===== src/hdl/q16_div_stage.sv =====
// STEP_N restoring division steps: brings in numerator bits, subtracts the divisor if it fits.
module q16_div_stage #(
  parameter int unsigned NUM_W  = 48,
  parameter int unsigned STEP_N = 4
) (
  input  logic [NUM_W-1:0] num_i,
  input  logic [32:0]      rem_i,
  input  logic [NUM_W-1:0] quo_i,
  input  logic [31:0]      den_i,
  output logic [NUM_W-1:0] num_o,
  output logic [32:0]      rem_o,
  output logic [NUM_W-1:0] quo_o
);
  always_comb begin
    logic [32:0]      r;
    logic [NUM_W-1:0] n;
    logic [NUM_W-1:0] q;
    logic [33:0]      t;
    r = rem_i;
    n = num_i;
    q = quo_i;
    for (int k = 0; k < STEP_N; k++) begin
      t = {r, n[NUM_W-1]};
      n = {n[NUM_W-2:0], 1'b0};
      if (t >= {2'b00, den_i}) begin
        t = t - {2'b00, den_i};
        q = {q[NUM_W-2:0], 1'b1};
      end else begin
        q = {q[NUM_W-2:0], 1'b0};
      end
      r = t[32:0];
    end
    num_o = n;
    rem_o = r;
    quo_o = q;
  end
endmodule


===== config.mk =====
export PLATFORM = sky130hd
export DESIGN_NAME = q16_div_stage
export DESIGN_NICKNAME = d
export VERILOG_FILES = /design/src/hdl/q16_div_stage.sv
export SDC_FILE = /design/constraint.sdc
export NUM_CORES = 1
export LEC_CHECK = 0
export BUFFER_PORTS_ARGS = -buffer_cell sky130_fd_sc_hd__buf_2
export CAP_MARGIN = 20
export CELL_PAD_IN_SITES_DETAIL_PLACEMENT = 1
export CELL_PAD_IN_SITES_GLOBAL_PLACEMENT = 1
export CORE_MARGIN = 3
export CORE_UTILIZATION = 41
export DETAILED_ROUTE_END_ITERATION = 16
export PLACE_DENSITY_LB_ADDON = 0.25
export SLEW_MARGIN = 25
export SYNTH_ARGS = -nofsm -noshare
export SYNTH_HDL_FRONTEND = slang
export SYNTH_SLANG_ARGS = --single-unit

===== constraint.sdc =====
create_clock -name vclk -period 31.1
set_input_delay 0 -clock vclk [all_inputs]
set_output_delay 0 -clock vclk [all_outputs]
set_load 0.005 [all_outputs]

== Yosys cells after proc, flatten, opt, wreduce, memory -nomap -nowiden ==
Index checks and enable logic that the tools add are counted.
Widths: inputs -> output; s select.

* Register bits after elaboration: 0
* Input port bits: 161
* Output and inout port bits: 129
* Logic and storage cells: 16

* $add $sub $neg: 4
* $lt $le $gt $ge: 4
* Mux-type cells: 8

{| class="wikitable"
|+ Operators with widths
! operator !! number
|-
| $ge 34x32->1 || 4
|-
| $mux 33 || 4
|-
| $sub 33x32->33 || 4
|-
| $mux 1 || 4
|}

== Depth between registers and ports, before layout ==
* Word-level depth: 8
* Depth in mapped cells: 58
* Mapped depth without buffers: 52

== Least setup slack after synthesis ==
Ideal clock, no wire load.

* Kind: input-to-output
* Start point: in num_i[47]
* End point: out rem_o[10]
* Data arrival time: 10.704 ns
* Required time: 31.100 ns
* Setup slack: 20.396 ns
* Stages on the path: 54
* Path buffers: 8
* Cell sequence: inv_1 -> ha_1 -> inv_1 -> fa_1 -> a211oi_1 -> o211ai_1 -> nand4_1 -> a31oi_2 -> o22ai_2 -> buf_2 -> clkbuf_1 -> clkbuf_1 -> a21oi_1 -> fa_1 -> nand2b_1 -> a21oi_1 -> o21ai_0 -> a21oi_1 -> [... 18 more ...] -> inv_6 -> buf_2 -> mux2_2 -> ha_1 -> a21o_1 -> a21o_1 -> a21o_1 -> o21ai_0 -> a31o_2 -> nand2_1 -> a31o_2 -> a41o_1 -> a31oi_1 -> o21a_1 -> and4b_1 -> buf_6 -> buf_12 -> mux2_4

* Word-level cells in the longest chain between the ends: 8
* Elaborated cells between the ends (all ways): 12
* Classes of those cells: add/sub (4); order compare (4); mux (4)

{| class="wikitable"
|+ Ends and longest elaborated chain
! element !! RTL line !! text
|-
| from (decl) || 6 || <nowiki>input logic [NUM_W-1:0] num_i,</nowiki>
|-
| $sub 33x32->33 or $ge 34x32->1 (tied branches) || 26, 25 ||
|-
| $mux 33 (*) || 25 || <nowiki>if (t >= {2'b00, den_i}) begin</nowiki>
|-
| $sub 33x32->33 or $ge 34x32->1 (tied branches) || 26, 25 ||
|-
| $mux 33 (*) || 25 ||
|-
| $sub 33x32->33 or $ge 34x32->1 (tied branches) || 26, 25 ||
|-
| $mux 33 (*) || 25 ||
|-
| $sub 33x32->33 or $ge 34x32->1 (tied branches) || 26, 25 ||
|-
| $mux 33 (*) || 25 ||
|-
| to (decl) || 11 || <nowiki>output logic [32:0] rem_o,</nowiki>
|}

Every way passes the cells marked *; elsewhere a longest branch is shown, timed or not.

== Worst setup path after layout ==
* Start point: in num_i[47]
* End point: out rem_o[4]

Same word-level chain as after synthesis.

==> flow_summary_export.csv <==
group,metric,value,unit
global_route,antenna_found_initial,0,
yosys,yosysWarnings,0,
power_and_ir_drop,power.density,178.3,mW/mm^2
detailed_routing,drtAntennaViolNets,0,
sta,fin_crit_sh,0.4384,
sta,setup_slack,17.46,ns
layout,fin_nets,1502,
worst_setup_path,cp.required,31.10,ns
worst_setup_path,crit_fanout,41,
placed_design,placedInstanceArea,0.008926,sq mm
global_route,grt_pass1_vias,8746,
layout,final_util,0.4233,
worst_setup_path,cpLargestDelayFamily,"compound AO/OA/AOI/OAI gates",
sta,setup_tns,0,ns
detailed_routing,drt_iter0_drc,348,
worst_setup_path,crit_path_top_delay_cell,"inv_2",
layout,fin_cells,1482,
worst_setup_path,critical_path_class,"in -> out",
yosys,synth.cell_area,0.008843,sq mm
layout,nClkBuffers,0,
floorplan,coreArea,0.02109,sq mm
global_route,grt_overflow,0,
worst_setup_path,max_stage_delay,0.64,ns
detailed_routing,routed_via_density,5.835,
sta,hold_viol_final,0,
sta,slew_viol_final,0,
layout,design_area,0.008926,sq mm
worst_setup_path,crit_top_cell,"a21oi_1",
power_and_ir_drop,p_leak,4.228,nW
sta,finalWorstPathRequiredPeriod,13.64,ns
layout,seq_cell_count,0,
sta,fmax,73.34,MHz
worst_setup_path,arrival,13.64,ns
placed_design,dp_slack,17.59,ns
power_and_ir_drop,peakVddDrop,0.1189,mV
placed_design,portBuffers,106,
sta,worstMarginPinSlew,0.7799,ns
hold_path,hp-class,"in -> out",
detailed_routing,first_pass_iters,5,
clock_network,hold_buffers,0,
clock_network,post_cts_buffers,0,
sta,maxSlewHeadroom,0.4793,
sta,hold-worst-slack,0.000001426,ns
placed_design,dp.final_hpwl,23.85,mm
floorplan,pin_count,290,
placed_design,routabilityCongestion,0.8703,
layout,ff_latch_area,0,sq um
job,maxCapViolCount,0,
yosys,ys_seq_area_frac,0,
layout,layout-area-overhead-vs-synth,0.9338,%
detailed_routing,drc_errors,0,
clock_network,ctsResizeCount,0,
detailed_routing,via_count,8647,
power_and_ir_drop,total_power,1.591,mW
sta,finalSetupViolCount,0,
layout,drive_above_1_share,0.1831,
global_route,grt_max_degree,42,
floorplan,rows,53,
global_route,grt_pass1_wl,43.79,mm
placed_design,dp_cells,1482,
layout,diodes,0,
floorplan,chipWidth,152.9,microns
floorplan,start_util,0.4194,
floorplan,dieHeight,152.9,microns
yosys,synthDistinctLibCells,85,
run_status,outcome,"finished clean",
worst_setup_path,worstSetupEndpointType,"output port",
worst_setup_path,crit_buf_inv,9,
sta,grt_setup_unrepaired,"false",
detailed_routing,drt_wl_total,27.58,mm
floorplan,die_area,0.02337,sq mm
yosys,synthCells,1207,
worst_setup_path,crit_path_start_kind,"input port",
detailed_routing,wire_per_inst,18.61,microns
yosys,syn_avg_cell_area,7.327,sq um
global_route,track_usage,0.2212,
-- layout make-up --
class              count  area, sq um
inverters             78        297.8
multi-input cells   1021         7739
well taps            275        344.1
fillers             2761        12160
repair buffers       108        545.5
-- synthesized netlist by cell type (4+ instances only) --
cell	count	area share
a21boi_0	4	0.0034
and2_1	7	0.0050
mux2_4	26	0.044
nor3_1	21	0.012
a31oi_1	17	0.012
ha_1	128	0.18
a211oi_1	8	0.0068
or3_1	10	0.0071
nand3_1	25	0.014
fa_1	4	0.0091
a21oi_1	113	0.064
nand4_1	23	0.016
mux2i_1	6	0.0068
nor2b_1	8	0.0057
nand2b_1	24	0.017
o21bai_1	19	0.016
mux2_2	51	0.065
nand2_1	94	0.040
a31o_2	6	0.0059
or2_2	8	0.0057
a21o_1	52	0.044
inv_1	75	0.032
nor4_1	4	0.0028
clkbuf_1	7	0.0030
o31ai_1	10	0.0085
xor2_1	27	0.027
o21a_1	22	0.019
o211ai_1	11	0.0093
buf_4	92	0.078
o21ai_0	64	0.036
and3_1	17	0.012
xnor2_1	79	0.078
nor2_1	65	0.028
buf_2	7	0.0040
-- final timing paths --
| kind | start | endpoint | slack [ns] | cells after the start |
|---|---|---|---|---|
| hold / removal | quo_i[16] | quo_o[20] | 0.000001 | 0 |
| setup / recovery | num_i[47] | rem_o[4] | 17.46 | 50 |
-- cells by family (layout without fill, tap and decap cells) --
group                      count (synthesis)  after routing  synth area share
AOI/OAI and AO/OA                        375            375            0.2801
xor gates and xnor gates                 107            107            0.1068
adders and majority gates                132            132            0.1902
buffers and inverters                    189            186            0.1272
muxes                                     83             83            0.1159
other                                      1              4         0.0004240
and+or+nand+nor                          320            320            0.1794
-- where the power goes --
group,internal [mW],switching (mW)
Sequential,0,0
Combinational,0.814,0.777
Clock,0,0
-- placed cells by master, fill, tap and decap left out, types with 51 or more instances in the layout --
master	count
nor2_1	65
o21ai_0	64
a21oi_1	113
inv_1	75
a21o_1	52
nand2_1	94
xnor2_1	79
ha_1	128
buf_2	106
mux2_2	51
-- per-layer routing --
layer | vias to the layer above | part of all wire | global-route usage
met5 | - | 0 | 0
met4 | 0 | 0.016 | 0.03140
met3 | 34 | 0.028 | 0.01048
met2 | 170 | 0.51 | 0.4299
met1 | 4112 | 0.44 | 0.2740
li1 | 4331 | - | -
No activity file was read; power rests on OpenSTA's default activity.
