**src/hdl/q16_pkg.sv**
```systemverilog
package q16_pkg;

  typedef enum logic [1:0] {
    MODE_MUL = 2'd0,
    MODE_DIV = 2'd1,
    MODE_CVT = 2'd2,
    MODE_ABS = 2'd3
  } mode_e;

  typedef enum logic [1:0] {
    ERR_OK     = 2'd0,
    ERR_DIV0   = 2'd1,
    ERR_NANINF = 2'd2
  } err_e;

  localparam logic [7:0]  FLT_EXP_MAX   = 8'hff;
  localparam int unsigned FLT_BIAS_BASE = 150;

  function automatic logic [31:0] mag32(input logic [31:0] v);
    mag32 = v[31] ? (32'd0 - v) : v;
  endfunction

endpackage

```
**src/hdl/q16_cvt.sv**
```systemverilog
// Float32 bit pattern to fixed point, with NaN/Inf flag.
module q16_cvt #(
  parameter int unsigned FRAC_BITS = 16
) (
  input  logic [31:0] flt_i,
  output logic [31:0] val_o,
  output logic        nan_o
);
  import q16_pkg::*;

  localparam int signed SHIFT_BIAS = FLT_BIAS_BASE - FRAC_BITS;

  logic [7:0]  ex;
  logic [23:0] mant;
  logic signed [9:0] sh;
  logic [31:0] mag;

  assign ex   = flt_i[30:23];
  assign mant = {1'b1, flt_i[22:0]};
  assign sh   = $signed({2'b00, ex}) - 10'(SHIFT_BIAS);

  always_comb begin
    mag = '0;
    if (sh >= 0) begin
      if (sh < 32) mag = {8'd0, mant} << sh[4:0];
    end else if (sh > -32) begin
      mag = {8'd0, mant} >> 5'(-sh);
    end
  end

  assign nan_o = (ex == FLT_EXP_MAX);
  assign val_o = (nan_o || ex == '0) ? '0 : (flt_i[31] ? 32'd0 - mag : mag);
endmodule

```
**config.mk**
```make
export PLATFORM = sky130hd
export DESIGN_NAME = q16_cvt
export DESIGN_NICKNAME = d
export VERILOG_FILES = /design/src/hdl/q16_pkg.sv /design/src/hdl/q16_cvt.sv
export SDC_FILE = /design/constraint.sdc
export NUM_CORES = 1
export LEC_CHECK = 0
export ABC_CLOCK_PERIOD_IN_PS = 20200
export BUFFER_PORTS_ARGS = -buffer_cell sky130_fd_sc_hd__buf_2
export CAP_MARGIN = 15
export CORE_AREA = 2 2 100 102
export DETAILED_ROUTE_END_ITERATION = 7
export DIE_AREA = 0 0 102 104
export PLACE_DENSITY_LB_ADDON = 0.25
export SLEW_MARGIN = 20
export SYNTH_ARGS = -nofsm -noshare
export SYNTH_HDL_FRONTEND = slang
export SYNTH_SLANG_ARGS = --single-unit
```
**constraint.sdc**
```tcl
create_clock -name vclk -period 20.2
set_input_delay 3.03 -clock vclk [all_inputs]
set_output_delay 3.03 -clock vclk [all_outputs]
set_load 0.02 [all_outputs]
```
; ---- After elaboration in Yosys (flattened, before gate mapping)
; Index checks and enable logic that the tools add are counted.
; W data, S select, Z words.
[totals]
reg_bits = 0
inputBits = 32
output_inout_bits = 33
word_cells = 16
[op_classes]
addsub = 3
order_cmp = 3
n_eq_ne = 1
n_shift = 2
muxes = 5
reduce_logical = 2
[ops]
columns = cell, count
row1 = $mux W32, 5
row2 = $shl A24 B5 Y32, 1
row3 = $shr A24 B5 Y32, 1
row4 = $sub A1 B32 Y32 const A, 1
row5 = $ge A9 B1 Y1 const B, 1
row6 = $gt A9 B6 Y1 const B, 1
row7 = $lt A9 B7 Y1 const B, 1
row8 = $sub A8 B8 Y9 const B, 1
row9 = $eq A8 B8 Y1 const B, 1
row10 = $logic_not A8 Y1, 1
row11 = $neg A5 Y5, 1
row12 = $logic_or A1 B1 Y1, 1

; ---- Longest topological paths before layout
; Gate-level depths: netlist of run 1.
[logic_depth]
depth_word = 8
depth_mapped = 21
mapped_depth_nobuf = 13

; ---- Worst setup path before layout of run 1
; Ideal clock, no wire load.
[synth_path]
path_kind = input-to-output
start = input flt_i[23]
end = output val_o[21]
arrival_time_ns = 7.643
required_ns = 17.170
slack_ns = 9.527
cell_stages = 20
path_buffers = 8
path_cell_list = buf_6 > buf_6 > buf_6 > buf_6 > buf_2 > buf_2 > inv_1 > ha_1 > ha_1 > inv_1 > clkbuf_1 > mux2_2 > mux4_2 > a32oi_1 > nand3_2 > nor3_2 > nand4_1 > buf_2 > o31ai_1 > xor2_1
[synth_between]
elab_chain_len = 8
elab_cells_between_ends = 16
cone_classes = add/sub: 3 / order compare: 3 / eq/ne: 1 / shift: 2 / mux: 5 / reduce/logical: 2
[synth_rtl]
columns = element, line
row1 = start: declaration, q16_cvt.sv:5  ; input logic [31:0] flt_i,
row2 = $sub A8 B8 Y9, q16_cvt.sv:20  ; assign sh = $signed({2'b00, ex}) - 10'(SHIFT_BIAS);
row3 = $neg A5 Y5, q16_cvt.sv:27  ; mag = {8'd0, mant} >> 5'(-sh);
row4 = $shr A24 B5 Y32, q16_cvt.sv:27
row5 = $mux W32, q16_cvt.sv:26  ; end else if (sh > -32) begin
row6 = $mux W32, q16_cvt.sv:24  ; if (sh >= 0) begin
row7 = $sub A1 B32 Y32, q16_cvt.sv:32  ; assign val_o = (nan_o || ex == '0) ? '0 : (flt_i[31] ? 32'd0 - mag : mag);
row8 = $mux W32, q16_cvt.sv:32
row9 = $mux W32 *, q16_cvt.sv:32
row10 = end: declaration, q16_cvt.sv:6  ; output logic [31:0] val_o,
; Mark *: on every way between the ends. The rest lies on a longest branch, timed or not.

; ---- Worst setup path in the final report of run 1
[layout_path]
start = input flt_i[24]
end = output val_o[15]
; The elaborated chain is that of the path after synthesis.

==> results.ini, run 1 <==
[floorplanning]
dieArea_um2 = 10600
rows = 36
initial_core_util_pct = 48.4
dieHeight_um = 104
pin_count = 65
core_area_um2 = 9550
dieWidth_um = 102

[setup_path]
cp_max_fo = 46
crit_path_start = flt_i[24]
cp.required_ps = 17170
setup.worst_path.end_class = primary output
crit_arrival_ps = 8700
crit_path_end = val_o[15]
cp-start-kind = input pin
worstSetupPathType = in2out

[final_layout]
final_layout_size_suffix_gt1_share_pct = 26.1
final_cells = 752
n_fill_cell = 945
post-route-util_pct = 51.6
nets = 660
clock_buffers = 0
nFlopsAndLatches = 0
final_cell_area_um2 = 4930
ff_latch_area_um2 = 0
area_growth_pct = 6.55

[grt]
first_global_vias = 4763
track_usage_pct = 33.0
antenna_found_initial = 1
grt_max_degree = 72
grt_pass1_wl_mm = 27.8
grt_overflow = 0

[synthesis]
ys_seq_area_share_pct = 0
syn_nets = 634
yosys.cell_types.count = 84
syn_inst = 594
syn_area_per_cell_um2 = 7.79
yosysWarnings = 0
netlist_area_um2 = 4630

[detailed_routing]
detail-route-antenna-nets = 0
drt_iter0_drc = 840
viasPerCell = 7.23
vias = 5435
wirelength_mm = 17.6
firstDrtPassIters = 6
drc = 0
wl_per_cell_um = 23.5

[placement]
post-place-ws_ps = 8570
dp_hpwl_mm = 13.8
place_area_um2 = 4930
post-place-cells = 751
portBuffers = 65
gp_congestion = 1.01

[worst_hold_path]
min_path_type = in2out

[sta]
period_minus_slack_ps = 11730
fin_ws_ps = 8470
setup_tns_ps = 0
period_share_pct = 58.1
final_max_slew_viol_count = 0
fin_hold_ws_ps = 6450
max_freq_mhz = 85.2
slew_headroom_pct = 38.0
setup_viol = 0
hold_viol = 0
tightestPinTransition_ps = 931
rsz0062_at_grt = no

[clock_tree]
cts_resized = 0
cts_setup_buffers = 0
hold_buffers = 0

[power_and_ir_drop]
power_frac_seq_pct = 0
swShare_pct = 62.9
switching_power_uw = 148
power_uw = 235
peakVddDrop_uv = 20.3
p_comb_share_pct = 100.0
clock_power_share_pct = 0
power_per_cell_area_nw_per_um2 = 47.7
internal_power_uw = 87.3
p_leak_nw = 1.89

[status]
status = finished clean

[run]
maxCapViolCount = 0

==> power groups by stage <==
| stage | combinational [mW] | clock [mW] | sequential (mW) |
|---|---|---|---|
| finish | 0.235 | 0.00000000522 | 0 |
| global route | 0.252 | 0.00000000414 | 0 |
| CTS | 0.231 | 0 | 0 |
| detailed placement | 0.230 | 0 | 0 |
| global placement | 0.229 | 0 | 0 |
| floorplan | 0.171 | 0 | 0 |
==> how the worst min path moves through the flow <==
| stage | from | endpoint | slack, ps | cells after the start |
|---|---|---|---|---|
| after floorplan | flt_i[29] | nan_o | 6200 | 2 |
| after global placement | flt_i[28] | nan_o | 6450 | 4 |
| after detailed placement | flt_i[28] | nan_o | 6450 | 4 |
| after CTS | flt_i[28] | nan_o | 6450 | 4 |
| after global routing | flt_i[28] | nan_o | 6470 | 4 |
| final | flt_i[28] | nan_o | 6450 | 4 |
==> critical path, stage by stage <==
cell and delay, ps:
buf_2 680, ha_1 260, buf_4 320, clkinv_1 150, ha_1 790, inv_1 450, mux2_2 410, mux4_2 470
a32oi_1 360, nand3_2 150, nor3_2 270, nand4_1 470, o41ai_1 490, xnor2_1 180, buf_2 190
==> placed cells by master, fill, tap and decap left out, types with 4 or more instances in the layout <==
cell | netlist | routed
mux4_2 | 37 | 37
nor2b_1 | 7 | 7
buf_2 | 14 | 65
o32ai_1 | 5 | 5
nor3_1 | 16 | 16
nand2_1 | 58 | 58
xnor2_1 | 13 | 12
o22ai_1 | 8 | 8
mux4_1 | 6 | 6
mux2_2 | 25 | 25
a22oi_1 | 8 | 8
inv_1 | 9 | 9
a31oi_1 | 9 | 9
a21oi_1 | 29 | 29
o211ai_1 | 13 | 13
nand2b_1 | 9 | 9
nand3_1 | 34 | 34
xor2_1 | 11 | 11
mux2i_1 | 27 | 27
o21ai_0 | 24 | 24
o221ai_1 | 7 | 7
nor4_1 | 5 | 5
o2111ai_1 | 4 | 4
nand4_1 | 10 | 10
ha_1 | 8 | 8
nand4b_1 | 4 | 4
buf_4 | 4 | 11
o32a_1 | 4 | 4
or4_1 | 5 | 5
a211oi_1 | 7 | 7
nor2_1 | 60 | 60
==> synth_stat cells (6+ instances only) <==
library cell | instances | area share (%)
a21oi_1 | 29 | 3.1
nor2_1 | 60 | 4.9
mux4_1 | 6 | 3.4
xnor2_1 | 13 | 2.5
nor3_1 | 16 | 1.7
inv_1 | 9 | 0.73
nand2b_1 | 9 | 1.2
nand4_1 | 10 | 1.4
nand3_1 | 34 | 3.7
a31oi_1 | 9 | 1.2
xor2_1 | 11 | 2.1
mux4_2 | 37 | 18
o221ai_1 | 7 | 1.3
clkbuf_1 | 24 | 1.9
a211oi_1 | 7 | 1.1
o211ai_1 | 13 | 2.1
ha_1 | 8 | 2.2
o21ai_0 | 24 | 2.6
mux2i_1 | 27 | 5.8
mux2_2 | 25 | 6.1
o22ai_1 | 8 | 1.1
nor2b_1 | 7 | 0.95
buf_2 | 14 | 1.5
a22oi_1 | 8 | 1.3
nand2_1 | 58 | 4.7
==> layout make-up <==
class	count	area, um2	share of cell area (%)
antenna	1	2.50	0.0508
timing repair buffer	76	408	8.28
multi-input combinational	530	4310	87.4
inverter	12	45.0	0.914
tap	133	166	3.38
==> cells by family (layout without fill, tap and decap cells) <==
| logic type | after synthesis | count (layout) | share of synthesized area (%) |
|---|---|---|---|
| buf+inv | 64 | 88 | 7.06 |
| compound gates | 162 | 162 | 25.3 |
| other cells | 0 | 1 | 0 |
| fa+ha+maj | 8 | 8 | 2.16 |
| simple gates | 237 | 237 | 25.8 |
| mux | 97 | 97 | 34.2 |
| xor+xnor | 26 | 26 | 5.49 |
==> per-layer routing <==
metal	vias up	track usage (%)	part of all wire, %
met5	-	0	0
met4	0	10.4	4.5
met3	67	4.50	11
met2	419	51.4	46
met1	2534	47.0	39
li1	2415	-	-
No activity file was read; power rests on OpenSTA's default activity.
==> run 2, diff against run 1 <==
--- a/config.mk
+++ b/config.mk
@@ -5,12 +5,13 @@
 export SDC_FILE = /design/constraint.sdc
 export NUM_CORES = 1
 export LEC_CHECK = 0
-export ABC_CLOCK_PERIOD_IN_PS = 20200
+export ABC_AREA = 1
+export ABC_CLOCK_PERIOD_IN_PS = 10050
 export BUFFER_PORTS_ARGS = -buffer_cell sky130_fd_sc_hd__buf_2
 export CAP_MARGIN = 15
-export CORE_AREA = 2 2 100 102
+export CORE_AREA = 2 2 96 98
 export DETAILED_ROUTE_END_ITERATION = 7
-export DIE_AREA = 0 0 102 104
+export DIE_AREA = 0 0 98 100
 export PLACE_DENSITY_LB_ADDON = 0.25
 export SLEW_MARGIN = 20
 export SYNTH_ARGS = -nofsm -noshare
==> constraint.sdc (replaced) <==
create_clock -name vclk -period 10.05
set_input_delay 1.5075 -clock vclk [all_inputs]
set_output_delay 1.5075 -clock vclk [all_outputs]
set_load 0.02 [all_outputs]
==> results.ini, run 2 <==
[grt]
grt_overflow = 0  ; unchanged
first_global_vias = 5259  ; was 4763
track_usage_pct = 32.2  ; was 33.0%
grt_max_degree = 35  ; was 72
grt_pass1_wl_mm = 26.1  ; was 27.8 mm
antenna_found_initial = 0  ; was 1

[floorplanning]
rows = 35  ; was 36
core_area_um2 = 8890  ; was 9550 um2
dieWidth_um = 98  ; was 102 um
dieHeight_um = 100  ; was 104 um
pin_count = 65  ; unchanged
dieArea_um2 = 9800  ; was 10600 um2
initial_core_util_pct = 48.3  ; was 48.4%

[synthesis]
synth_most_common_cell = nand2_1  ; was nor2_1
yosysWarnings = 0  ; unchanged
syn_nets = 912  ; was 634
yosys.cell_types.count = 43  ; was 84
netlist_top_cells_area = nand3_1 30%, nand2_1 24%, nor2_1 6.5%  ; was mux4_2 18%, mux2_2 6.1%, mux2i_1 5.8%
yosys.area.top_type = nand3_1  ; was mux4_2
syn_inst = 872  ; was 594
syn_area_per_cell_um2 = 4.92  ; was 7.79 um2
ys_seq_area_share_pct = 0  ; unchanged
synth_top_area_share_pct = 30.1  ; was 18.0%
yosys-top-cells-count = 274 x nand2_1, 258 x nand3_1, 74 x nor2_1  ; was 60 x nor2_1, 58 x nand2_1, 37 x mux4_2
netlist_area_um2 = 4290  ; was 4630 um2

[detailed_routing]
drc = 0  ; unchanged
firstDrtPassIters = 6  ; unchanged
vias = 6164  ; was 5435
viasPerCell = 6.11  ; was 7.23
detail-route-antenna-nets = 0  ; unchanged
wirelength_mm = 16.1  ; was 17.6 mm
wl_per_cell_um = 15.9  ; was 23.5 um
drt_iter0_drc = 763  ; was 840

[placement]
portBuffers = 65  ; unchanged
dp_hpwl_mm = 13.0  ; was 13.8 mm
gp_congestion = 0.977  ; was 1.01
place_area_um2 = 4520  ; was 4930 um2

[setup_path]
crit_top_cell = nand2_1
path_cells = buf_2 -> buf_4 -> ha_1 -> inv_2 -> ha_1 -> inv_1 -> nand3_1 -> nand2_1 -> nand2_1 -> nand2_1 -> nand2_1 -> nor2_1 -> a21oi_4 -> ha_1 -> nand3_1 -> nor2_4 -> nand3_2 -> o21ai_2 -> nand3_2 -> nand2_1 -> nand2_1 -> nor2_1 -> buf_2  ; was buf_2 -> ha_1 -> buf_4 -> clkinv_1 -> ha_1 -> inv_1 -> mux2_2 -> mux4_2 -> a32oi_1 -> nand3_2 -> nor3_2 -> nand4_1 -> o41ai_1 -> xnor2_1 -> buf_2
setup.worst_path.end_class = primary output  ; unchanged
crit_arrival_ps = 6580  ; was 8700 ps
cp_max_fo = 31  ; was 46
crit_path_end = val_o[20]  ; was val_o[15]
cp-start-kind = input pin  ; unchanged
crit_family = adder cells  ; was buffers and inverters
max_stage_delay_ps = 900  ; was 790 ps
crit_slowest_cell = ha_1  ; unchanged
worstSetupPathType = in2out  ; unchanged
cp.required_ps = 8540  ; was 17170 ps
cp.depth = 23  ; was 15
crit_path_start = flt_i[24]  ; unchanged
path_buf_inv = 5  ; unchanged

[power_and_ir_drop]
p_leak_nw = 2.58  ; was 1.89 nW
power_per_cell_area_nw_per_um2 = 94.5  ; was 47.7 nW/um2
power_uw = 427  ; was 235 uW
peakVddDrop_uv = 34.0  ; was 20.3 uV

[sta]
rsz0062_at_grt = no  ; unchanged
period_minus_slack_ps = 8080
tightestPinTransition_ps = 862  ; was 931 ps
final_max_slew_viol_count = 0  ; unchanged
period_share_pct = 80.4
setup_tns_ps = 0  ; unchanged
hold_viol = 0  ; unchanged
max_freq_mhz = 124
slew_headroom_pct = 42.6  ; was 38.0%
fin_hold_ws_ps = 3450  ; was 6450 ps
setup_viol = 0  ; unchanged

[clock_tree]
cts_resized = 0  ; unchanged
hold_buffers = 0  ; unchanged
cts_setup_buffers = 0  ; unchanged

[status]
status = finished clean  ; unchanged

[final_layout]
final_cell_area_um2 = 4520  ; was 4930 um2
nFlopsAndLatches = 0  ; unchanged
area_growth_pct = 5.27  ; was 6.55%
ff_latch_area_um2 = 0  ; unchanged
layout_commonest_cell = nand2_1  ; was buf_2
post-route-util_pct = 50.9  ; was 51.6%
layout_common_cells = 274 x nand2_1, 258 x nand3_1, 74 x nor2_1  ; was 65 x buf_2, 60 x nor2_1, 58 x nand2_1
nets = 940  ; was 660
n_antenna_cell = 0  ; was 1
clock_buffers = 0  ; unchanged
final_layout_size_suffix_gt1_share_pct = 15.6  ; was 26.1%

[run]
maxCapViolCount = 0  ; unchanged

[worst_hold_path]
min_path_type = in2out  ; unchanged

## run 2: cell count changes in the layout (fill, tap and decap cells not counted), moves of 12 or more
cell / change
nand3_1: +224
mux2_2: -25
nor3_1: -13
mux4_2: -37
o21ai_1: +12
nand2_1: +216
nor2_1: +14
mux2i_1: -27
inv_1: +37
nor2_2: +18
nand2_2: +18
## run 2: final cells by class
| type | instances | area (um2) |
|---|---|---|
| Timing Repair Buffer | 67 | 340 |
| Multi-Input combinational cell | 774 | 3820 |
| Tap cell | 111 | 139 |
| Inverter | 57 | 216 |
| Fill cell | 1061 | 4370 |
## run 2: worst min-delay path: cells and delay by family
kind,cells,cell delay (ps)
buffers and inverters,2,280
and+or+nand+nor,2,150
## run 2: cells by family (layout without fill, tap and decap cells)
group	Yosys count	count (layout)	synth area share [%]
AND/OR/NAND/NOR	692	692	76.3
buffers and inverters	98	124	10.9
AO/OA/AOI/OAI	66	66	8.86
adder cells (fa/ha/maj)	8	8	2.33
XOR/XNOR	8	8	1.63
## run 2: routing by layer
layer  track usage, %  wire, um  up-vias
met4             11.6       679        0
met1             45.0      6630     2739
met2             50.2      6920      380
li1                 -         -     2993
met3             4.81      1860       52
met5                0         0        -
## run 2: through the flow
stage	instances	setup slack [ps]
after global routing	1009	1450
final	1009	1970
after detailed placement	1009	2030
after floorplan	872	3880
after global placement	1009	2140
after CTS	1009	2040
## run 2: worst min path at each step
stage,from,endpoint,slack (ps),depth (start not counted)
6_report,flt_i[29],nan_o,3450,4
5_1_grt,flt_i[29],nan_o,3480,4
4_1_cts,flt_i[29],nan_o,3440,4
3_5_place_dp,flt_i[29],nan_o,3440,4
3_3_place_gp,flt_i[29],nan_o,3430,4
2_1_floorplan,flt_i[25],nan_o,3160,2
## run 2: power by group
group / switching (mW) / internal (mW)
Sequential: 0 / 0
Clock: 0 / 0
Combinational: 0.296 / 0.131
Total: 0.296 / 0.131
